$ cat src/design/tpr_pkg.sv
// ----------------------------------------------------------------------------
// tpr_pkg
// Shared types and constants for the telemetry poll responder.
// ----------------------------------------------------------------------------
package tpr_pkg;

	localparam logic [7:0] START_BYTE  = 8'h7E;
	localparam logic [7:0] ESCAPE_BYTE = 8'h7D;
	localparam logic [7:0] ESCAPE_XOR  = 8'h20;
	localparam logic [7:0] FRAME_HEAD  = 8'h10;
	localparam logic [7:0] CSUM_BASE   = 8'hFF;

	// Input word kinds carried on tuser
	localparam logic CMD_RX_BYTE = 1'b0;
	localparam logic CMD_LOAD    = 1'b1;

	// Index of the checksum byte within the frame
	localparam logic [2:0] LAST_IDX = 3'd7;

	// Frame job handed from the front to the back through the queue
	typedef struct packed {
		logic [15:0] data_id;
		logic [31:0] data_value;
	} frame_job_t;

	typedef enum logic {
		ST_IDLE,
		ST_SEND
	} back_state_t;

endpackage

$ cat src/design/telemetry_poll_responder.sv
// ----------------------------------------------------------------------------
// A polling word is queued; the back sequencer then leaves idle and loads the
// first reply byte into its output register. Throughput: one input word per
// cycle while the 2-deep job queue has room; a reply is 8 to 15 bytes (stuffing
// adds up to 7), and the back sequencer passes through idle between frames.
// Reset: arst_n clears sensor id, poll history, frame store, queue and output.
// ----------------------------------------------------------------------------
// telemetry_poll_responder
// Polled telemetry bus responder: the front classifies loads and polls, the
// back sends the stuffed 8-byte reply frame.
// ----------------------------------------------------------------------------
module telemetry_poll_responder import tpr_pkg::*; (
	input  logic        clk,
	input  logic        arst_n,
	input  logic        sensor_id_we,
	input  logic [7:0]  sensor_id_wdata,
	input  logic        s_axis_tvalid,
	output logic        s_axis_tready,
	input  logic [55:0] s_axis_tdata,   // rx_byte[7:0], data_id[23:8], data_value[55:24]
	input  logic        s_axis_tuser,   // command
	output logic        m_axis_tvalid,
	input  logic        m_axis_tready,
	output logic [7:0]  m_axis_tdata,   // tx_byte[7:0]
	output logic        m_axis_tlast
);

	logic       q_push;
	logic       q_full;
	logic       q_pop;
	logic       q_valid;
	frame_job_t q_in_job;
	frame_job_t q_head_job;

	tpr_front u_front (
		.clk             (clk),
		.arst_n          (arst_n),
		.sensor_id_we    (sensor_id_we),
		.sensor_id_wdata (sensor_id_wdata),
		.in_valid        (s_axis_tvalid),
		.in_ready        (s_axis_tready),
		.in_command      (s_axis_tuser),
		.in_rx_byte      (s_axis_tdata[7:0]),
		.in_data_id      (s_axis_tdata[23:8]),
		.in_data_value   (s_axis_tdata[55:24]),
		.q_full          (q_full),
		.q_push          (q_push),
		.q_job           (q_in_job)
	);

	tpr_fifo u_fifo (
		.clk        (clk),
		.arst_n     (arst_n),
		.push       (q_push),
		.push_job   (q_in_job),
		.full       (q_full),
		.pop        (q_pop),
		.head_valid (q_valid),
		.head_job   (q_head_job)
	);

	tpr_back u_back (
		.clk       (clk),
		.arst_n    (arst_n),
		.job_valid (q_valid),
		.job       (q_head_job),
		.job_pop   (q_pop),
		.out_valid (m_axis_tvalid),
		.out_ready (m_axis_tready),
		.out_byte  (m_axis_tdata),
		.out_last  (m_axis_tlast)
	);

endmodule

$ cat src/design/tpr_front.sv
// ----------------------------------------------------------------------------
// tpr_front
// Accepts input words, holds the loaded frame and the poll history, and
// queues a frame job when this sensor is polled.
// ----------------------------------------------------------------------------
module tpr_front import tpr_pkg::*; (
	input  logic        clk,
	input  logic        arst_n,
	input  logic        sensor_id_we,
	input  logic [7:0]  sensor_id_wdata,
	input  logic        in_valid,
	output logic        in_ready,
	input  logic        in_command,
	input  logic [7:0]  in_rx_byte,
	input  logic [15:0] in_data_id,
	input  logic [31:0] in_data_value,
	input  logic        q_full,
	output logic        q_push,
	output frame_job_t  q_job
);

	logic [7:0]  sensor_id_q;
	logic [7:0]  prev_byte_q;
	logic [15:0] stored_id_q;
	logic [31:0] stored_value_q;
	logic        loaded_q;
	logic        accept;
	logic        poll_hit;

	// Stall only when no queue slot is left
	assign in_ready = !q_full;
	assign accept   = in_valid && in_ready;

	// Classify a received byte as a poll for this sensor
	assign poll_hit = (in_command == CMD_RX_BYTE) && (prev_byte_q == START_BYTE) &&
		(in_rx_byte == sensor_id_q) && loaded_q;

	assign q_push             = accept && poll_hit;
	assign q_job.data_id      = stored_id_q;
	assign q_job.data_value   = stored_value_q;

	// Hold the configured sensor id
	always_ff @(posedge clk or negedge arst_n) begin
		if (!arst_n) begin
			sensor_id_q <= 8'h00;
		end else if (sensor_id_we) begin
			sensor_id_q <= sensor_id_wdata;
		end
	end

	// Update the frame store and the poll history
	always_ff @(posedge clk or negedge arst_n) begin
		if (!arst_n) begin
			prev_byte_q    <= 8'h00;
			stored_id_q    <= 16'h0000;
			stored_value_q <= 32'h0000_0000;
			loaded_q       <= 1'b0;
		end else if (accept) begin
			if (in_command == CMD_LOAD) begin
				stored_id_q    <= in_data_id;
				stored_value_q <= in_data_value;
				loaded_q       <= 1'b1;
			end else begin
				prev_byte_q <= in_rx_byte;
				if (poll_hit) begin
					loaded_q <= 1'b0;
				end
			end
		end
	end

endmodule

$ cat src/design/tpr_fifo.sv
// ----------------------------------------------------------------------------
// tpr_fifo
// Two-entry queue of frame jobs between the front and the back.
// ----------------------------------------------------------------------------
module tpr_fifo import tpr_pkg::*; (
	input  logic       clk,
	input  logic       arst_n,
	input  logic       push,
	input  frame_job_t push_job,
	output logic       full,
	input  logic       pop,
	output logic       head_valid,
	output frame_job_t head_job
);

	frame_job_t entry_q [2];
	logic       wr_ptr_q;
	logic       rd_ptr_q;
	logic [1:0] count_q;

	assign full       = (count_q == 2'd2);
	assign head_valid = (count_q != 2'd0);
	assign head_job   = entry_q[rd_ptr_q];

	// Store pushed words
	always_ff @(posedge clk) begin
		if (push) begin
			entry_q[wr_ptr_q] <= push_job;
		end
	end

	// Advance pointers and occupancy
	always_ff @(posedge clk or negedge arst_n) begin
		if (!arst_n) begin
			wr_ptr_q <= 1'b0;
			rd_ptr_q <= 1'b0;
			count_q  <= 2'd0;
		end else begin
			if (push) begin
				wr_ptr_q <= !wr_ptr_q;
			end
			if (pop) begin
				rd_ptr_q <= !rd_ptr_q;
			end
			if (push && !pop) begin
				count_q <= count_q + 2'd1;
			end else if (pop && !push) begin
				count_q <= count_q - 2'd1;
			end
		end
	end

endmodule

$ cat src/design/tpr_back.sv
// ----------------------------------------------------------------------------
// tpr_back
// Serializes one queued frame job into stuffed bus bytes with the running
// end-around-carry checksum, one byte per cycle into a free output register.
// ----------------------------------------------------------------------------
module tpr_back import tpr_pkg::*; (
	input  logic       clk,
	input  logic       arst_n,
	input  logic       job_valid,
	input  frame_job_t job,
	output logic       job_pop,
	output logic       out_valid,
	input  logic       out_ready,
	output logic [7:0] out_byte,
	output logic       out_last
);

	back_state_t state_q;
	back_state_t state_d;
	logic [2:0]  idx_q;
	logic        esc_q;
	logic [7:0]  sum_q;
	logic        out_valid_q;
	logic [7:0]  out_byte_q;
	logic        out_last_q;

	logic        slot_free;
	logic [7:0]  cur_byte;
	logic        needs_esc;
	logic        emit;
	logic        advance;
	logic        set_esc;
	logic [7:0]  emit_byte;
	logic        emit_last;
	logic [8:0]  sum_raw;
	logic [8:0]  sum_wrap;

	assign slot_free = !out_valid_q || out_ready;

	// Pick the current frame byte
	always_comb begin
		unique case (idx_q)
			3'd0:    cur_byte = FRAME_HEAD;
			3'd1:    cur_byte = job.data_id[7:0];
			3'd2:    cur_byte = job.data_id[15:8];
			3'd3:    cur_byte = job.data_value[7:0];
			3'd4:    cur_byte = job.data_value[15:8];
			3'd5:    cur_byte = job.data_value[23:16];
			3'd6:    cur_byte = job.data_value[31:24];
			default: cur_byte = CSUM_BASE - sum_q;
		endcase
	end

	assign needs_esc = (idx_q != 3'd0) &&
		((cur_byte == START_BYTE) || (cur_byte == ESCAPE_BYTE));

	// Fold the next byte into the checksum with end-around carry
	assign sum_raw  = {1'b0, sum_q} + {1'b0, cur_byte};
	assign sum_wrap = sum_raw + {8'h00, sum_raw[8]};

	// Next state
	always_comb begin
		state_d = state_q;
		unique case (state_q)
			ST_IDLE: begin
				if (job_valid) begin
					state_d = ST_SEND;
				end
			end
			ST_SEND: begin
				if (advance && (idx_q == LAST_IDX)) begin
					state_d = ST_IDLE;
				end
			end
			default: state_d = ST_IDLE;
		endcase
	end

	// Byte selection and control outputs
	always_comb begin
		emit      = 1'b0;
		advance   = 1'b0;
		set_esc   = 1'b0;
		emit_byte = cur_byte;
		emit_last = 1'b0;
		unique case (state_q)
			ST_IDLE: begin
			end
			ST_SEND: begin
				if (slot_free) begin
					emit = 1'b1;
					if (esc_q) begin
						emit_byte = cur_byte ^ ESCAPE_XOR;
						emit_last = (idx_q == LAST_IDX);
						advance   = 1'b1;
					end else if (needs_esc) begin
						emit_byte = ESCAPE_BYTE;
						set_esc   = 1'b1;
					end else begin
						emit_last = (idx_q == LAST_IDX);
						advance   = 1'b1;
					end
				end
			end
			default: begin
			end
		endcase
	end

	assign job_pop = advance && (idx_q == LAST_IDX);

	// Sequencer registers
	always_ff @(posedge clk or negedge arst_n) begin
		if (!arst_n) begin
			state_q <= ST_IDLE;
			idx_q   <= 3'd0;
			esc_q   <= 1'b0;
			sum_q   <= 8'h00;
		end else begin
			state_q <= state_d;
			if (state_q == ST_IDLE) begin
				idx_q <= 3'd0;
				esc_q <= 1'b0;
				sum_q <= 8'h00;
			end else if (advance) begin
				idx_q <= idx_q + 3'd1;
				esc_q <= 1'b0;
				if (idx_q != LAST_IDX) begin
					sum_q <= sum_wrap[7:0];
				end
			end else if (set_esc) begin
				esc_q <= 1'b1;
			end
		end
	end

	// Output register: hold until taken
	always_ff @(posedge clk or negedge arst_n) begin
		if (!arst_n) begin
			out_valid_q <= 1'b0;
		end else if (emit) begin
			out_valid_q <= 1'b1;
		end else if (out_ready) begin
			out_valid_q <= 1'b0;
		end
	end

	always_ff @(posedge clk) begin
		if (emit) begin
			out_byte_q <= emit_byte;
			out_last_q <= emit_last;
		end
	end

	assign out_valid = out_valid_q;
	assign out_byte  = out_byte_q;
	assign out_last  = out_last_q;

	// The last byte of a frame returns the sequencer to idle
	a_last_ends_frame: assert property (@(posedge clk) disable iff (!arst_n)
		(emit && emit_last) |=> (state_q == ST_IDLE))
		else $error("frame end byte did not finish the frame");

	// An escape is pending only while a frame is being sent
	a_esc_in_send: assert property (@(posedge clk) disable iff (!arst_n)
		esc_q |-> (state_q == ST_SEND))
		else $error("escape pending outside of a frame");

	// A job is popped only when one is queued
	a_pop_valid: assert property (@(posedge clk) disable iff (!arst_n)
		job_pop |-> job_valid)
		else $error("frame job popped from an empty queue");

	// An idle sequencer always restarts at the frame head
	a_idle_clean: assert property (@(posedge clk) disable iff (!arst_n)
		$fell(state_q == ST_IDLE) |-> ((idx_q == 3'd0) && !esc_q && (sum_q == 8'h00)))
		else $error("frame started from a dirty sequencer");

endmodule

$ cat config.mk
export PLATFORM = sky130hd
export DESIGN_NAME = telemetry_poll_responder
export DESIGN_NICKNAME = d
export VERILOG_FILES = /design/src/design/tpr_pkg.sv /design/src/design/telemetry_poll_responder.sv /design/src/design/tpr_front.sv /design/src/design/tpr_fifo.sv /design/src/design/tpr_back.sv
export SDC_FILE = /design/constraint.sdc
export NUM_CORES = 1
export LEC_CHECK = 0
export BUFFER_PORTS_ARGS = -buffer_cell sky130_fd_sc_hd__buf_4
export CORE_ASPECT_RATIO = 1.25
export CORE_UTILIZATION = 35
export CTS_CLUSTER_SIZE = 24
export DETAILED_ROUTE_END_ITERATION = 6
export GPL_TIMING_DRIVEN = 0
export PLACE_DENSITY_LB_ADDON = 0.3
export SKIP_CTS_REPAIR_TIMING = 1
export SLEW_MARGIN = 15
export SYNTH_ARGS = -nofsm -noshare
export SYNTH_HDL_FRONTEND = slang
export SYNTH_HIERARCHICAL = 1
export SYNTH_SLANG_ARGS = --single-unit
$ cat constraint.sdc
create_clock -name clk -period 7.3 [get_ports clk]
set_clock_uncertainty 0.2 [all_clocks]
set_input_delay 0.73 -clock clk [delete_from_list [all_inputs] [get_ports clk]]
set_output_delay 0.73 -clock clk [all_outputs]
set_load 0.01 [all_outputs]
---- Word-level counts from Yosys, hierarchy flattened ----
Memory sizes are Yosys's and may differ from the RTL's.
Cells that the tools add are included.
operators by class
  $add $sub $neg .......................... 6
  equal/unequal tests ..................... 16
  reduce and logical (&&, ||, !) cells .... 28
  $mul .................................... 0
  divide/modulo/power cells ............... 0
  mux-type cells .......................... 36
  bitwise gates (word level) .............. 3
  order comparisons ....................... 0
  shift-type cells ........................ 0
operators by type and width
  operator               count
  $mux W8                7
  $pmux W8 S7            1
  $eq A8 B7 Y1 const B   3
  $mux W1                23
  $eq A3 B3 Y1 const B   4
  $reduce_and A2 Y1      5
  $add A8 B8 Y9          1
  $logic_and A1 B1 Y1    9
  $add A8 B1 Y8          1
  $eq A8 B8 Y1           1
  $reduce_bool A2 Y1     4
  $sub A8 B8 Y8 const A  1
  $eq A3 B2 Y1 const B   2
  $logic_not A1 Y1       6
  $mux W3                2
  $ne A3 B3 Y1 const B   2
  $mux W2                2
  $ne A2 B2 Y1 const B   2
  $add A3 B1 Y3 const B  1
  $eq A3 B1 Y1 const B   1
  $logic_not A3 Y1       1
  $not A1 Y1             3
  $reduce_bool A3 Y1     1
  $add A2 B1 Y2 const B  1
  other kinds (4)        5
storage, ports and cells
  memories kept ........................... 1
  bits in latches ......................... 0
  register bits after elaboration ......... 92
  memory bits (read-only) ................. 0
  output and inout bits ................... 11
  input port bits ......................... 70
  memory bits (writable) .................. 96
memories
  memory          depth  bits a word  rd ports  clocked after memory_dff  write ports  line            text
  u_fifo.entry_q  2      48           1         0                         1            tpr_fifo.sv:16  frame_job_t entry_q [2];

---- Longest topological paths before layout ----
  depth in word-level cells ............... 13
  gate-level depth with buffers ........... 22
  mapped depth without buffers ............ 20

---- By module ----
Netlist, hierarchy kept.
modules (own cells, without submodules)
  module     area each (µm²)  times used  cells each
  tpr_fifo   3698.5           1           165
  tpr_front  2620.0           1           159
  tpr_back   2035.7           1           214

---- Worst setup path before layout ----
OpenSTA, ideal clock, no wires.
  kind .................................... input -> register
  start ................................... input port s_axis_tvalid
  end ..................................... memory u_fifo/entry_q[0][0] in the netlist's numbering, enable pin
  buffers on the path ..................... 0
  slack ................................... 2.708 ns
  stages .................................. 4
  library setup time ...................... 0.459 ns
  arrival time ............................ 3.933 ns
  required time ........................... 6.641 ns
  path through ............................ nor3b_4 > nand4_2 > nor4_1 > nor2b_1
between the ends
  longest elaborated chain between the ends .. 4
ends and longest elaborated chain
  element                        line                            text
  start, declared                telemetry_poll_responder.sv:17  input logic s_axis_tvalid,
  $logic_and A1 B1 Y1            tpr_front.sv:32                 assign accept = in_valid && in_ready;
  $logic_and A1 B1 Y1            tpr_front.sv:38                 assign q_push = accept && poll_hit;
  named net q_push               telemetry_poll_responder.sv:27  logic q_push;
  $mux W1                        tpr_fifo.sv:27                  if (push) begin
  $mux W1 (implied by the code)  tpr_fifo.sv:28                  entry_q[wr_ptr_q] <= push_job;
  end, declared                  tpr_fifo.sv:16
The timed path passes the listed nets, and every way through them passes these cells.

---- Final worst setup path ----
  start ................................... register u_back.idx_q[2]
  end ..................................... register u_back.sum_q[6]
between the ends
  longest elaborated chain between the ends .. 11
  elaborated cells on any way between the ends .. 26
  classes of those cells .................. add/sub (2); eq/ne (11); mux (8); reduce/logical (5)
ends and longest elaborated chain
  element                                                                 line             text
  start, declared                                                         tpr_back.sv:20   logic [2:0] idx_q;
  start signal, assigned                                                  tpr_back.sv:126  idx_q <= idx_q + 3'd1;
  parallel branches: the longest is 11 deep, another holds $add A8 B8 Y9  --
  end signal, assigned                                                    tpr_back.sv:129  sum_q <= sum_wrap[7:0];
  end, declared                                                           tpr_back.sv:22   logic [7:0] sum_q;
Parallel ways; which one is timed is not known. The select of a mux whose other input is x is not followed.
A chain may end at the register's enable or synchronous reset.

==> metrics.md <==
| Metric | Value |
|---|---|
| Outcome | finished clean |
| CP max FO | 10 |
| Synth-to-Final Area Change | 19.54% |
| Yosys reg bits | 188 |
| Fin. max-slew vios | 0 |
| CTS root buf | clkbuf_16 |
| Initial antenna violation count | 0 |
| Final wirelength | 16960 um |
| Ant diodes | 0 |
| Number of iterations in the first detailed-routing pass | 5 |
| Placed Cells | 908 |
| Max Cap Violations | 0 |
| Final hold violations | 0 |
| Post-synth top area cell | edfxtp_1 |
| Post-DR wirelength/cell | 18.04 um |
| Psw | 1.599 mW |
| CTS H-tree depth | 4 |
| Register share of total power | 36.2% |
| Reg2Reg Setup Slack | 2.08 ns |
| Post-Syn Area | 0.008354 sq mm |
| Internal power | 2.849 mW |
| Crit start category | flop |
| Final Util | 43.06% |
| Period utilization | 71.55% |
| # setup viols final | 0 |
| Drt drc | 0 |
| Clock-pin slew on the worst setup and hold paths | 0.07 ns |
| Pin count of the biggest net entering global routing | 84 |
| Final #Nets | 728 |
| Required @ worst endpoint | 7.45 ns |
| Die Span X | 140.2 um |
| Io pins | 81 |
| Synth top area share | 37.74% |
| Fmax | 191.5 MHz |
| Worst skew pair latency | 0.43 ns |
| Drt initial violations | 257 |
| Relative slew slack | 38.55% |
| Minimum clock period | 5.223 ns |
| Detail Route Antenna Nets | 0 |
| Rows | 62 |
| Worst Setup Slack, final | 2.077 ns |
| Top-count cell post-synth | edfxtp_1 |
| HP Class | primary input to asynchronous set/reset pin |
| Vias post-DR | 4706 |
| Syn Inst Count | 538 |
| CTS tree | done |
| RSZ-0062 raised after global routing | false |
| Post-synthesis sequential area ratio | 62.60% |
| Vias in the first global route | 5118 |
| Ys Warns | 6 |
| Num Clock Sinks | 188 |
| Yosys cell types | 66 |
| Syn avg cell area | 15.53 sq um |
| HPWL Detailed | 12560 um |
| GR Util All Layers | 14.99% |
| Layout cells sized above 1 | 42.02% |
| Setup crit end kind | flop |
| Overall power | 4.448 mW |
| EDFF count, synth | 105 |
| Initial Util | 36.02% |
| Synth area leaders | edfxtp_1 38%, dfrtp_1 25%, mux2_2 13%, mux2_4 3.6%, ha_1 2.7% |
| Commonest cells in the netlist | 105 x edfxtp_1, 97 x mux2_2, 83 x dfrtp_1 |
| Clk network pwr share | 20.4% |
| Sw Ratio | 35.95% |
| Total gr overflow | 0 |
| Full die area | 0.02450 sq mm |
| Non-filler cells, final | 940 |
| Gate power share | 43.4% |
| Critical Path AT | 5.37 ns |
| Static leakage | 3.912 nW |
| DP Worst Slack | 2.092 ns |
| Clock tree buffer depth | 2 |
| Slew @ Worst Pin | 0.9184 ns |
| CP Class | flop to flop |
| Cts bufs inserted | 17 |
| Cell Pwr Density | 445.4 mW/mm^2 |
| Worst VDD drop | 198.5 uV |
| Core region area | 0.02319 sq mm |
| DIE HEIGHT | 174.7 um |
| Post-DR vias/cell | 5.006 |
| Fillers | 2074 |
| Fraction of registers with async set/reset | 44.15% |
| Placer Congestion | 0.8463 |
| Final setup TNS | 0 ns |
| Commonest register cell after synthesis | edfxtp_1 |
| Post-Syn Nets | 627 |
| Port Buf Inserts | 79 |
| First-pass GRT wire length | 27740 um |
-- power by group through the flow --
stage / clock network [mW] / logic, mW / registers, mW
finish: 0.909 / 1.93 / 1.61
global route: 0.981 / 2.14 / 1.64
CTS: 0.933 / 1.93 / 1.62
detailed placement: 0 / 1.92 / 1.64
global placement: 0 / 1.88 / 1.62
floorplan: 0 / 1.47 / 1.57
-- registers in the layout, summed over array words and instances, names as in the netlist, 2 cells and up --
register and count:
u_back/idx_q 3, u_back/out_byte 8, u_back/sum_q 8, u_fifo/count_q 2, u_fifo/entry_q 96, u_front/prev_byte_q 8
u_front/sensor_id_q 8, u_front/stored_id_q 16, u_front/stored_value_q 32
-- cell usage in the layout, fill, tap and decap left out, types with 3 or more instances in the layout --
master     instances
mux2_2            97
edfxtp_1         105
buf_4             83
inv_4              4
and3_1             4
mux2_4            20
buf_2              7
a22oi_1           10
o21ai_2            3
buf_6              8
inv_1             10
nor2_1            12
a221o_1            3
clkbuf_16         19
ha_1              18
nand2b_1           4
clkbuf_1           5
a21oi_1           13
nand4_1            3
a31oi_1            3
dfrtp_1           83
xnor2_1           18
nand2_1           24
inv_6              4
nor3_1             3
o21ai_1            6
a32o_1             3
xor2_1             7
nand3_1           11
a221oi_1           4
-- critical path, stage by stage, from the launching register on --
cell and delay, ns:
dfrtp_1 0.52, buf_4 0.25, buf_2 0.24, inv_1 0.11, ha_1 0.25, nor4_4 0.59
buf_6 0.22, a22o_4 0.17, inv_1 0.04, ha_1 0.20, fa_1 0.41, a21o_1 0.20
a21oi_1 0.26, o211ai_1 0.17, o21ai_0 0.18, nand2b_1 0.09, ha_1 0.21, ha_1 0.19
and2_1 0.18, nand4_1 0.12, xor2_1 0.16, nand3_1 0.09, o21ai_1 0.09
-- metrics by stage --
step | cell area (sq um) | hold WS, ns
6_report | 9987 | 0.1629
5_1_grt | 9987 | 0.2186
4_1_cts | 9983 | 0.2777
3_5_place_dp | 9392 | 0.2614
3_3_place_gp | 9308 | 0.2511
2_1_floorplan | 8354 | 0.2344
-- per-layer routing --
layer  GRT usage (%)  vias up  wire [um]
li1                -     2227          -
met1           18.31     2364       7195
met2           26.15      100       8982
met3           2.658       15        484
met4           5.998        0        300
met5               0        -          0
-- cell families (layout without fill, tap and decap cells) --
family          after synthesis  after routing  share of synthesized area [%]
flops                       188            188                          62.60
mux                         118            118                          16.79
simple gates                 82             82                          5.586
compound gates               69             69                          6.560
buf+inv                      36            150                          2.711
xor+xnor                     26             26                          2.816
fa+ha+maj                    19             19                          2.936
-- worst paths after layout --
kind | startpoint | endpoint | depth (start not counted)
min reg2reg | u_front/stored_value_q[6]$_DFFE_PN0P_ | u_fifo/entry_q[1][6]$_DFFE_PP_ | 0
max in group asynchronous | arst_n | u_front/stored_value_q[2]$_DFFE_PN0P_ | 1
max | u_back/idx_q[2]$_DFFE_PN0N_ | u_back/sum_q[6]$_DFFE_PN0P_ | 22
min in group clk | u_front/stored_value_q[6]$_DFFE_PN0P_ | u_fifo/entry_q[1][6]$_DFFE_PP_ | 0
min | arst_n | u_front/stored_value_q[30]$_DFFE_PN0P_ | 1
max reg2reg | u_back/idx_q[2]$_DFFE_PN0N_ | u_back/sum_q[6]$_DFFE_PN0P_ | 22
-- final cells by class --
class	count	area, sq um	share of cell area (%)
plain buffers	25	185.2	1.854
clock buffers	21	503.0	5.036
clock inverters	11	88.84	0.8895
inverters	11	41.29	0.4134
multi-input cells	314	2907	29.10
flip-flops and latches	188	5230	52.37
well taps	288	360.3	3.608
repair buffers	82	671.9	6.728
(Power assumes the default switching activity.)
